===== src/hdl/adsd_pkg.sv =====
// ---------------------------------------------------------------------------
// adsd_pkg: shared types and constants for the A32 data-processing decoder
// Handler classes, flag bit positions, feature bits and the decoded record.
// ---------------------------------------------------------------------------
package adsd_pkg;

	localparam int unsigned FEAT_W  = 9;
	localparam int unsigned FLAGS_W = 9;

	// feature_mask bit positions
	localparam int unsigned FEAT_MOVW  = 0;
	localparam int unsigned FEAT_THUMB = 1;
	localparam int unsigned FEAT_CLZ   = 2;
	localparam int unsigned FEAT_BLX   = 3;
	localparam int unsigned FEAT_DSP   = 4;
	localparam int unsigned FEAT_SEC   = 5;
	localparam int unsigned FEAT_EXCL  = 6;
	localparam int unsigned FEAT_V6K   = 7;
	localparam int unsigned FEAT_V7    = 8;

	localparam logic [FEAT_W-1:0] FEAT_RESET = 9'h1FF;

	// flags bit positions
	localparam int unsigned FL_S      = 0;
	localparam int unsigned FL_PC     = 1;
	localparam int unsigned FL_ERET   = 2;
	localparam int unsigned FL_SYNC   = 3;
	localparam int unsigned FL_UNPRIV = 4;
	localparam int unsigned FL_LOAD   = 5;
	localparam int unsigned FL_WB     = 6;
	localparam int unsigned FL_UP     = 7;
	localparam int unsigned FL_PRE    = 8;

	// op1 row selects
	localparam logic [4:0] MISC_SPACE_MASK = 5'h19;
	localparam logic [4:0] MISC_SPACE_VAL  = 5'h10;
	localparam logic [4:0] OP1_MOVW        = 5'h10;
	localparam logic [4:0] OP1_MOVT        = 5'h14;
	localparam logic [4:0] EXCL_TOP        = 5'b00011;
	localparam logic [7:0] HINT_WFI        = 8'h03;

	// op2[2:0] groups of the miscellaneous space
	localparam logic [2:0] MISC_PSR    = 3'd0;
	localparam logic [2:0] MISC_BX_CLZ = 3'd1;
	localparam logic [2:0] MISC_BXJ    = 3'd2;
	localparam logic [2:0] MISC_BLX    = 3'd3;
	localparam logic [2:0] MISC_QARITH = 3'd5;
	localparam logic [2:0] MISC_EXC    = 3'd7;

	// bits 22:21 selectors inside those groups
	localparam logic [1:0] MOP_BRANCH = 2'd1;
	localparam logic [1:0] MOP_CLZ    = 2'd3;

	// exclusive access size in bytes, indexed by bits 22:21
	localparam logic [3:0] EXCL_BYTES [4] = '{4'd4, 4'd8, 4'd1, 4'd2};
	localparam logic [1:0] SZ_DOUBLE     = 2'd1;

	typedef enum logic [4:0] {
		HND_MUL     = 5'd0,
		HND_HALFMUL = 5'd1,
		HND_DPIMM   = 5'd2,
		HND_DPREG   = 5'd3,
		HND_DPSHREG = 5'd4,
		HND_MRSMSR  = 5'd5,
		HND_BX      = 5'd6,
		HND_CLZ     = 5'd7,
		HND_BLX     = 5'd8,
		HND_QARITH  = 5'd9,
		HND_UNIMPL  = 5'd10,
		HND_LDSTEXT = 5'd11,
		HND_LDREX   = 5'd12,
		HND_STREX   = 5'd13,
		HND_MOVW    = 5'd14,
		HND_MOVT    = 5'd15,
		HND_WFI     = 5'd16,
		HND_NOP     = 5'd17,
		HND_MSRIMM  = 5'd18
	} handler_t;

	// shift types in aux_field
	localparam logic [2:0] SHT_LSR = 3'd1;
	localparam logic [2:0] SHT_ASR = 3'd2;
	localparam logic [2:0] SHT_ROR = 3'd3;
	localparam logic [2:0] SHT_RRX = 3'd4;

	typedef struct packed {
		logic               valid_res;
		handler_t           handler;
		logic [3:0]         alu_op;
		logic [3:0]         reg_n;
		logic [3:0]         reg_d;
		logic [3:0]         reg_m;
		logic [5:0]         shift_or_rs;
		logic [2:0]         aux_field;
		logic [4:0]         reg_d2;
		logic [31:0]        immediate;
		logic [FLAGS_W-1:0] flags;
		logic [3:0]         psr_mask;
	} dec_rec_t;

endpackage


===== src/hdl/adsd_decode.sv =====
// ---------------------------------------------------------------------------
// adsd_decode: combinational decode of one A32 instruction word
// Splits the word into its row and forms the decoded record; rejected
// encodings give an all-zero record.
// ---------------------------------------------------------------------------
module adsd_decode (
	input  logic [31:0]                   instr,
	input  logic [adsd_pkg::FEAT_W-1:0]   feature_mask,
	output adsd_pkg::dec_rec_t            rec
);
	import adsd_pkg::*;

	logic [4:0]  op1;
	logic [3:0]  op2;
	logic [3:0]  opc;
	logic [3:0]  rn, rd, rm, rs;
	logic [1:0]  mop;
	logic        misc_space;
	logic        is_test, is_move;
	logic [4:0]  rot;
	logic [4:0]  imm5;
	logic [1:0]  sht;
	logic [1:0]  sz;
	logic [3:0]  nbytes;
	logic [4:0]  rt_inc;
	logic [7:0]  ls_imm8;
	logic        ls_dual;
	logic [63:0] rot_word;
	logic        ok;
	dec_rec_t    r;

	assign op1        = instr[24:20];
	assign op2        = instr[7:4];
	assign opc        = instr[24:21];
	assign rn         = instr[19:16];
	assign rd         = instr[15:12];
	assign rs         = instr[11:8];
	assign rm         = instr[3:0];
	assign mop        = instr[22:21];
	assign misc_space = (op1 & MISC_SPACE_MASK) == MISC_SPACE_VAL;
	assign is_test    = opc[3:2] == 2'b10;
	assign is_move    = (opc[3:2] == 2'b11) && opc[0];
	assign rot        = {instr[11:8], 1'b0};
	assign imm5       = instr[11:7];
	assign sht        = instr[6:5];
	assign sz         = instr[22:21];
	assign nbytes     = EXCL_BYTES[sz];
	assign rt_inc     = {1'b0, rm} + 5'd1;
	assign ls_imm8    = {instr[11:8], instr[3:0]};
	assign ls_dual    = !instr[20] && instr[6];
	// rotate right of imm8 by a doubled nibble
	assign rot_word = {24'd0, instr[7:0], 24'd0, instr[7:0]} >> rot;

	always_comb begin
		r  = '0;
		ok = 1'b0;
		if (!instr[25]) begin
			if (op2 == 4'h9) begin
				if (!op1[4]) begin
					r.handler = HND_MUL;
					ok = 1'b1;
				end else if (instr[23]) begin
					// exclusives
					ok = feature_mask[FEAT_EXCL] && (instr[27:23] == EXCL_TOP)
						&& (rs == 4'hF)
						&& (sz != 2'd0 ? feature_mask[FEAT_V6K] : 1'b1)
						&& rn != 4'hF && rd != 4'hF;
					r.alu_op = nbytes;
					r.reg_n  = rn;
					r.reg_d  = rd;
					if (instr[20]) begin
						if (rm != 4'hF) ok = 1'b0;
						if (sz == SZ_DOUBLE) begin
							if (rd[0] || rd == 4'd14) ok = 1'b0;
							r.reg_d2 = {1'b0, rd} + 5'd1;
						end
						r.handler = HND_LDREX;
					end else begin
						if (rm == 4'hF || rd == rm || rd == rn) ok = 1'b0;
						if (sz == SZ_DOUBLE) begin
							if (rm[0] || rm == 4'd14 || {1'b0, rd} == rt_inc) ok = 1'b0;
							r.reg_d2 = rt_inc;
						end
						r.handler = HND_STREX;
						r.reg_m   = rm;
					end
				end else begin
					// swap
					ok = ((instr[23:20] & 4'hB) == 4'h0) && (rs == 4'h0);
					r.handler   = HND_LDSTEXT;
					r.reg_n     = rn;
					r.reg_d     = rd;
					r.reg_m     = rm;
					r.aux_field = {2'b00, instr[22]};
					r.alu_op    = {2'b00, sht};
				end
			end else if (op2[3] && op2[0]) begin
				// extra load/store, offset formed for every form
				ok = 1'b1;
				r.handler   = HND_LDSTEXT;
				r.alu_op    = {2'b00, sht};
				r.aux_field = {2'b00, instr[22]};
				r.reg_n     = rn;
				r.reg_d     = rd;
				r.reg_m     = rm;
				r.reg_d2    = {1'b0, rd} + 5'd1;
				r.immediate = instr[23] ? {24'd0, ls_imm8} : 32'd0 - {24'd0, ls_imm8};
				r.flags[FL_LOAD]   = instr[20];
				r.flags[FL_WB]     = instr[21];
				r.flags[FL_UP]     = instr[23];
				r.flags[FL_PRE]    = instr[24];
				r.flags[FL_UNPRIV] = !ls_dual && !instr[24] && instr[21];
			end else if (misc_space) begin
				if (op2[3]) begin
					r.handler = HND_HALFMUL;
					ok = 1'b1;
				end else begin
					case (op2[2:0])
						MISC_PSR: begin
							ok = !instr[9];
							r.handler     = HND_MRSMSR;
							r.flags[FL_S] = mop[0];
							r.aux_field   = {2'b00, mop[1]};
							if (!mop[0]) begin
								r.reg_d = rd;
							end else begin
								r.reg_m          = rm;
								r.psr_mask       = rn;
								r.flags[FL_SYNC] = 1'b1;
							end
						end
						MISC_BX_CLZ: begin
							if (mop == MOP_BRANCH) begin
								ok = feature_mask[FEAT_THUMB];
								r.handler      = HND_BX;
								r.reg_m        = rm;
								r.flags[FL_PC] = 1'b1;
							end else if (mop == MOP_CLZ) begin
								ok = feature_mask[FEAT_CLZ] && rd != 4'hF && rm != 4'hF;
								r.handler = HND_CLZ;
								r.reg_d   = rd;
								r.reg_m   = rm;
							end
						end
						MISC_BXJ: begin
							ok = mop == MOP_BRANCH;
							r.handler = HND_UNIMPL;
						end
						MISC_BLX: begin
							ok = mop == MOP_BRANCH && feature_mask[FEAT_BLX] && rm != 4'hF;
							r.handler      = HND_BLX;
							r.reg_m        = rm;
							r.flags[FL_PC] = 1'b1;
						end
						MISC_QARITH: begin
							ok = feature_mask[FEAT_DSP] && rs == 4'h0
								&& rn != 4'hF && rd != 4'hF && rm != 4'hF;
							r.handler = HND_QARITH;
							r.alu_op  = {2'b00, mop};
							r.reg_n   = rn;
							r.reg_d   = rd;
							r.reg_m   = rm;
						end
						MISC_EXC: begin
							ok = mop == MOP_BRANCH || (mop == MOP_CLZ && feature_mask[FEAT_SEC]);
							r.handler = HND_UNIMPL;
						end
						default: ok = 1'b0;
					endcase
				end
			end else if (!op2[0]) begin
				// register operand with immediate shift
				ok = !(is_move && rn != 4'h0) && !(is_test && rd != 4'h0);
				r.handler     = HND_DPREG;
				r.alu_op      = opc;
				r.reg_n       = rn;
				r.reg_d       = rd;
				r.reg_m       = rm;
				r.aux_field   = {1'b0, sht};
				r.shift_or_rs = {1'b0, imm5};
				if (({1'b0, sht} == SHT_LSR || {1'b0, sht} == SHT_ASR) && imm5 == 5'd0)
					r.shift_or_rs = 6'd32;
				if ({1'b0, sht} == SHT_ROR && imm5 == 5'd0) begin
					r.aux_field   = SHT_RRX;
					r.shift_or_rs = 6'd1;
				end
				r.flags[FL_S]    = instr[20];
				r.flags[FL_PC]   = rd == 4'hF && !is_test;
				r.flags[FL_ERET] = rd == 4'hF && !is_test && instr[20];
			end else begin
				// register-shifted register
				ok = !(is_move && rn != 4'h0) && !(is_test && rd != 4'h0)
					&& rm != 4'hF && rs != 4'hF
					&& !(!is_test && rd == 4'hF) && !(!is_move && rn == 4'hF);
				r.handler     = HND_DPSHREG;
				r.alu_op      = opc;
				r.reg_n       = rn;
				r.reg_d       = rd;
				r.reg_m       = rm;
				r.shift_or_rs = {2'b00, rs};
				r.aux_field   = {1'b0, sht};
				r.flags[FL_S] = instr[20];
			end
		end else if (!misc_space) begin
			ok = !(is_move && rn != 4'h0) && !(is_test && rd != 4'h0);
			r.handler        = HND_DPIMM;
			r.alu_op         = opc;
			r.reg_n          = rn;
			r.reg_d          = rd;
			r.shift_or_rs    = {1'b0, rot};
			r.immediate      = rot_word[31:0];
			r.flags[FL_S]    = instr[20];
			r.flags[FL_PC]   = rd == 4'hF && !is_test;
			r.flags[FL_ERET] = rd == 4'hF && !is_test && instr[20];
		end else if (op1 == OP1_MOVW || op1 == OP1_MOVT) begin
			ok = feature_mask[FEAT_MOVW] && rd != 4'hF;
			r.handler   = (op1 == OP1_MOVW) ? HND_MOVW : HND_MOVT;
			r.reg_d     = rd;
			r.immediate = {16'd0, instr[19:16], instr[11:0]};
		end else begin
			ok = 1'b1;
			if (!instr[22] && rn == 4'h0 && feature_mask[FEAT_V7]) begin
				r.handler = (instr[7:0] == HINT_WFI) ? HND_WFI : HND_NOP;
			end else begin
				r.handler        = HND_MSRIMM;
				r.psr_mask       = rn;
				r.aux_field      = {2'b00, instr[22]};
				r.immediate      = {20'd0, instr[11:0]};
				r.flags[FL_SYNC] = 1'b1;
			end
		end

		if (ok) begin
			r.valid_res = 1'b1;
		end else begin
			r = '0;
		end
	end

	assign rec = r;

endmodule


===== src/hdl/arm_dataproc_space_decode.sv =====
// Path: a taken word is held in the input register, then its decoded record in the result register.
// Throughput: one word per cycle while the output is not stalled; input register, decode logic, result register.
// While a record waits on the output, one more word fills the empty input stage, then input stalls.
// Reset (arst_n low, asynchronous): both stages empty, feature_mask back to all ones.
// ---------------------------------------------------------------------------
// arm_dataproc_space_decode: A32 data-processing space decoder, top level
// Two-stage stream pipeline around the combinational decoder, plus the
// feature mask register.
// ---------------------------------------------------------------------------
module arm_dataproc_space_decode (
	input  logic                         clk,
	input  logic                         arst_n,
	input  logic                         cfg_valid,
	output logic                         cfg_ready,
	input  logic [adsd_pkg::FEAT_W-1:0]  cfg_data,       // feature_mask
	input  logic                         s_axis_tvalid,
	output logic                         s_axis_tready,
	input  logic [31:0]                  s_axis_tdata,   // instr_word
	output logic                         m_axis_tvalid,
	input  logic                         m_axis_tready,
	// alu_op[3:0] reg_n[7:4] reg_d[11:8] reg_m[15:12] shift_or_rs[21:16]
	// aux_field[24:22] reg_d2[29:25] immediate[61:30] flags[70:62]
	// psr_mask[74:71], zero pad [79:75]
	output logic [79:0]                  m_axis_tdata,
	output logic [5:0]                   m_axis_tuser    // valid_res[0] handler[5:1]
);
	import adsd_pkg::*;

	logic [FEAT_W-1:0] feature_mask_q;
	logic              valid_s1;
	logic [31:0]       instr_s1;
	logic              valid_s2;
	dec_rec_t          rec_s2;
	dec_rec_t          dec_rec;
	logic              adv_s2;
	logic              adv_s1;

	assign cfg_ready = 1'b1;

	always_ff @(posedge clk or negedge arst_n) begin
		if (!arst_n) begin
			feature_mask_q <= FEAT_RESET;
		end else if (cfg_valid) begin
			feature_mask_q <= cfg_data;
		end
	end

	adsd_decode u_decode (
		.instr        (instr_s1),
		.feature_mask (feature_mask_q),
		.rec          (dec_rec)
	);

	assign adv_s2        = !valid_s2 || m_axis_tready;
	assign adv_s1        = !valid_s1 || adv_s2;
	assign s_axis_tready = adv_s1;

	always_ff @(posedge clk or negedge arst_n) begin
		if (!arst_n) begin
			valid_s1 <= 1'b0;
			valid_s2 <= 1'b0;
		end else begin
			if (adv_s1) valid_s1 <= s_axis_tvalid;
			if (adv_s2) valid_s2 <= valid_s1;
		end
	end

	always_ff @(posedge clk) begin
		if (adv_s1 && s_axis_tvalid) instr_s1 <= s_axis_tdata;
		if (adv_s2 && valid_s1) rec_s2 <= dec_rec;
	end

	assign m_axis_tvalid = valid_s2;
	assign m_axis_tuser  = {rec_s2.handler, rec_s2.valid_res};
	assign m_axis_tdata  = {5'd0, rec_s2.psr_mask, rec_s2.flags, rec_s2.immediate,
		rec_s2.reg_d2, rec_s2.aux_field, rec_s2.shift_or_rs, rec_s2.reg_m,
		rec_s2.reg_d, rec_s2.reg_n, rec_s2.alu_op};

`ifndef SYNTHESIS
	// a rejected encoding carries an all-zero record
	a_reject_zero: assert property (@(posedge clk) disable iff (!arst_n)
		(m_axis_tvalid && !m_axis_tuser[0]) |-> (m_axis_tdata == 80'd0 && m_axis_tuser == 6'd0))
		else $error("rejected encoding with non-zero fields");

	// an empty output register never blocks the input
	a_no_bubble_stall: assert property (@(posedge clk) disable iff (!arst_n)
		!m_axis_tvalid |-> s_axis_tready)
		else $error("input stalled with empty output stage");

	// a word held in the input stage is not dropped while the output is stalled
	a_s1_hold: assert property (@(posedge clk) disable iff (!arst_n)
		(valid_s1 && !adv_s2) |=> (valid_s1 && $stable(instr_s1)))
		else $error("input stage lost its word under stall");
`endif

endmodule


===== config.mk =====
export PLATFORM = sky130hd
export DESIGN_NAME = arm_dataproc_space_decode
export DESIGN_NICKNAME = d
export VERILOG_FILES = /design/src/hdl/adsd_pkg.sv /design/src/hdl/adsd_decode.sv /design/src/hdl/arm_dataproc_space_decode.sv
export SDC_FILE = /design/constraint.sdc
export NUM_CORES = 1
export LEC_CHECK = 0
export BUFFER_PORTS_ARGS = -buffer_cell sky130_fd_sc_hd__buf_2
export CAP_MARGIN = 20
export CORE_ASPECT_RATIO = 0.9
export CORE_MARGIN = 5
export CORE_UTILIZATION = 50
export DETAILED_ROUTE_END_ITERATION = 6
export GPL_TIMING_DRIVEN = 0
export HOLD_SLACK_MARGIN = 0.02
export PLACE_DENSITY = 0.73
export SYNTH_ARGS = -nofsm -noshare
export SYNTH_HDL_FRONTEND = slang
export SYNTH_SLANG_ARGS = --single-unit

===== constraint.sdc =====
create_clock -name clk -period 2.79 [get_ports clk]
set_input_delay 0.558 -clock clk [delete_from_list [all_inputs] [get_ports clk]]
set_output_delay 0.558 -clock clk [all_outputs]
set_load 0.05 [all_outputs]

==> out/metrics.yaml <==
timing.final.ws_setup_ns: 0.0661
stdcell_count: 959
root_buffer: "clkbuf_16"
drive_gt1_frac: 0.321
maxCapViolCount: 0
dieArea_um2: 15900
place_inst: 919
synth_area_um2: 6750
power_frac_clock: 0.381
intPower_mw: 3.87
antenna_cells: 0
antenna_left: 0
synthCells: 622
async_flop_share: 0.0917
synth_area_leaders: "edfxtp_1 48%, dfstp_2 3.5%, o21ai_0 3.0%"
hold_viol: 0
irDropWorstVdd_mv: 0.563
worst_pin_slew_ns: 0.685
synth.avg_cell_area_um2: 10.9
end_kind: "register"
nets: 832
place_congestion: 0.978
final_common_cell: "buf_2"
die_width_um: 132
die_y_um: 120
power.share.switching: 0.307
combinationalPowerShare: 0.222
worst_ep_arrival_time_ns: 2.89
fill_cells: 1078
track_usage: 0.277
grt_pass1_wl_um: 33700
synth_ff_type: "edfxtp_1"
syn2layout_area_growth_pct: 24.4
cp_max_fo: 10
slew_viol_final: 0
cts-buffers-inserted: 17
synth-seq-area-share: 0.527
p_sw_mw: 1.71
synth_edf_count: 109
startpoint_type: "register"
cts_max_level: 4
worst_ep_required_time_ns: 2.95
violations: "DRC"
rows: 40
outcome: "finished, violations left"
routed_wl_um: 22000
grt_max_degree: 55
final.setup_skew_ns: 0.00856
finalSetupViolations: 0
core_um2: 13300
clk_path_buf_depth: 2
drcViolationCount: 2
drt_iter0_markers: 740
relSlewSlack: 0.543
final_cell_mix: "141 x buf_2, 109 x edfxtp_1, 40 x nand2_1, 39 x o21ai_0, 39 x nor2_1"
overflow: 0
yosys_warnings: 0
hold_path.class: "primary input to register"
pre_cts_ws_ns: -0.307
power_leakage_nw: 3.24
pin_count: 135
portBuffers: 123
synth_cell_type_count: 76
via_per_inst: 6.22
p_seq_frac: 0.397
clock_latency_ns: 0.42
power_density_nw_per_um2: 665
fmaxAchievable_mhz: 367
grt_pass1_vias: 5799
fin_crit_ns: 2.72
drt-pass1-iter-count: 7
utilization: 0.631
cts_tree: "done"
fin_crit_sh: 0.976
routedWlPerCell_um: 22.9
crit_type: "register to register"
clk_pin_slew_ns: 0.05
yosysTopAreaCell: "edfxtp_1"
cts_sinks: 120
initial_core_util: 0.507
dp_hpwl_um: 16400
routed-via-count: 5961
synth_top_cell_area_share: 0.485
synth-seq-cells: 120
antenna_found_initial: 0
-- layout make-up --
| class | instances | area (um^2) | area share |
|---|---|---|---|
| flip-flops and latches | 120 | 3560 | 0.424 |
| multi-input cells | 435 | 2940 | 0.350 |
| repair buffers | 135 | 764 | 0.0911 |
| clock buffers | 20 | 437 | 0.0520 |
| plain buffers | 61 | 319 | 0.0380 |
| well taps | 168 | 210 | 0.0250 |
| clock inverters | 11 | 131 | 0.0156 |
| inverters | 9 | 33.8 | 0.00402 |
-- cells in the mapped netlist (10+ instances only) --
| cell type | n |
|---|---|
| a31oi_1 | 10 |
| o21ai_0 | 40 |
| clkbuf_1 | 22 |
| nand3_1 | 19 |
| buf_2 | 22 |
| edfxtp_1 | 109 |
| xnor2_1 | 14 |
| o22ai_1 | 15 |
| a21oi_2 | 20 |
| and2_1 | 13 |
| a22oi_1 | 15 |
| nor2_1 | 39 |
| mux2_2 | 12 |
| nand2b_1 | 13 |
| a21oi_1 | 26 |
| nor3_1 | 18 |
| nand2_1 | 40 |
-- kinds of logic after synthesis --
logic type	count (synthesis)	synth area share
DFF	120	0.527
buffers and inverters	71	0.0497
AOI/OAI and AO/OA	182	0.191
xor gates and xnor gates	20	0.0282
and+or+nand+nor	199	0.157
muxes	21	0.0334
adders and majority gates	7	0.0130
other	2	0.00111
-- critical path, stage by stage (launching register included) --
cell       delay (ns)
edfxtp_1         0.44
buf_2            0.23
nor2_2           0.42
nand4_1          0.30
a21o_1           0.29
a31o_2           0.26
o2111ai_4        0.18
buf_12           0.16
buf_6            0.13
nor2_1           0.06
-- worst paths after layout --
path,from,endpoint,slack (ns),depth (start not counted)
max,instr_s1[5],m_axis_tdata[25],0.07,9
min,s_axis_tdata[5],instr_s1[5],0.31,1
max reg2reg,instr_s1[5],m_axis_tdata[25],0.07,9
min reg2reg,valid_s1,m_axis_tvalid,0.51,1
max in group asynchronous,arst_n,feature_mask_q[6],1.99,2
min in group asynchronous,arst_n,m_axis_tvalid,0.54,2
-- flip-flops by register name (all words and copies together), names as in the netlist --
register	flops
m_axis_tdata	75
m_axis_tuser	6
instr_s1	28
feature_mask_q	9
m_axis_tvalid	1
valid_s1	1
-- routing by layer --
metal,part of all wire,global-route usage,vias to the layer above
li1,-,-,2661
met1,0.43,0.378,2884
met2,0.46,0.424,363
met3,0.088,0.0815,53
met4,0.023,0.0961,0
met5,0,0,-
-- power groups by stage --
stage / logic, mW / registers, mW / clock network (mW)
final: 1.24 / 2.22 / 2.13
after global routing: 1.31 / 2.23 / 2.24
after CTS: 1.21 / 2.22 / 2.16
after detailed placement: 1.19 / 2.25 / 0
after global placement: 1.16 / 2.24 / 0
after floorplan: 0.508 / 2.58 / 0
-- per-stage QoR --
step	TNS, ns	power, mW	hold WS [ns]	cell area [um^2]
after detailed placement	-8.65	3.43	0.432	7650
after CTS	0	5.58	0.296	8280
after floorplan	0	3.09	0.262	6770
after global routing	-0.0123	5.78	0.293	8400
after global placement	-5.60	3.40	0.425	7590
final	0	5.59	0.309	8400
-- timing repair --
item	in CTS	in global routing
pin swaps	4	2
hold endpoints to repair	2	0
endpoints found under the setup margin	51	49
buffers inserted	2	7
gates resized for setup	9	12
hold buffers	1	0
Note: power is estimated with default switching activity, not from simulation.
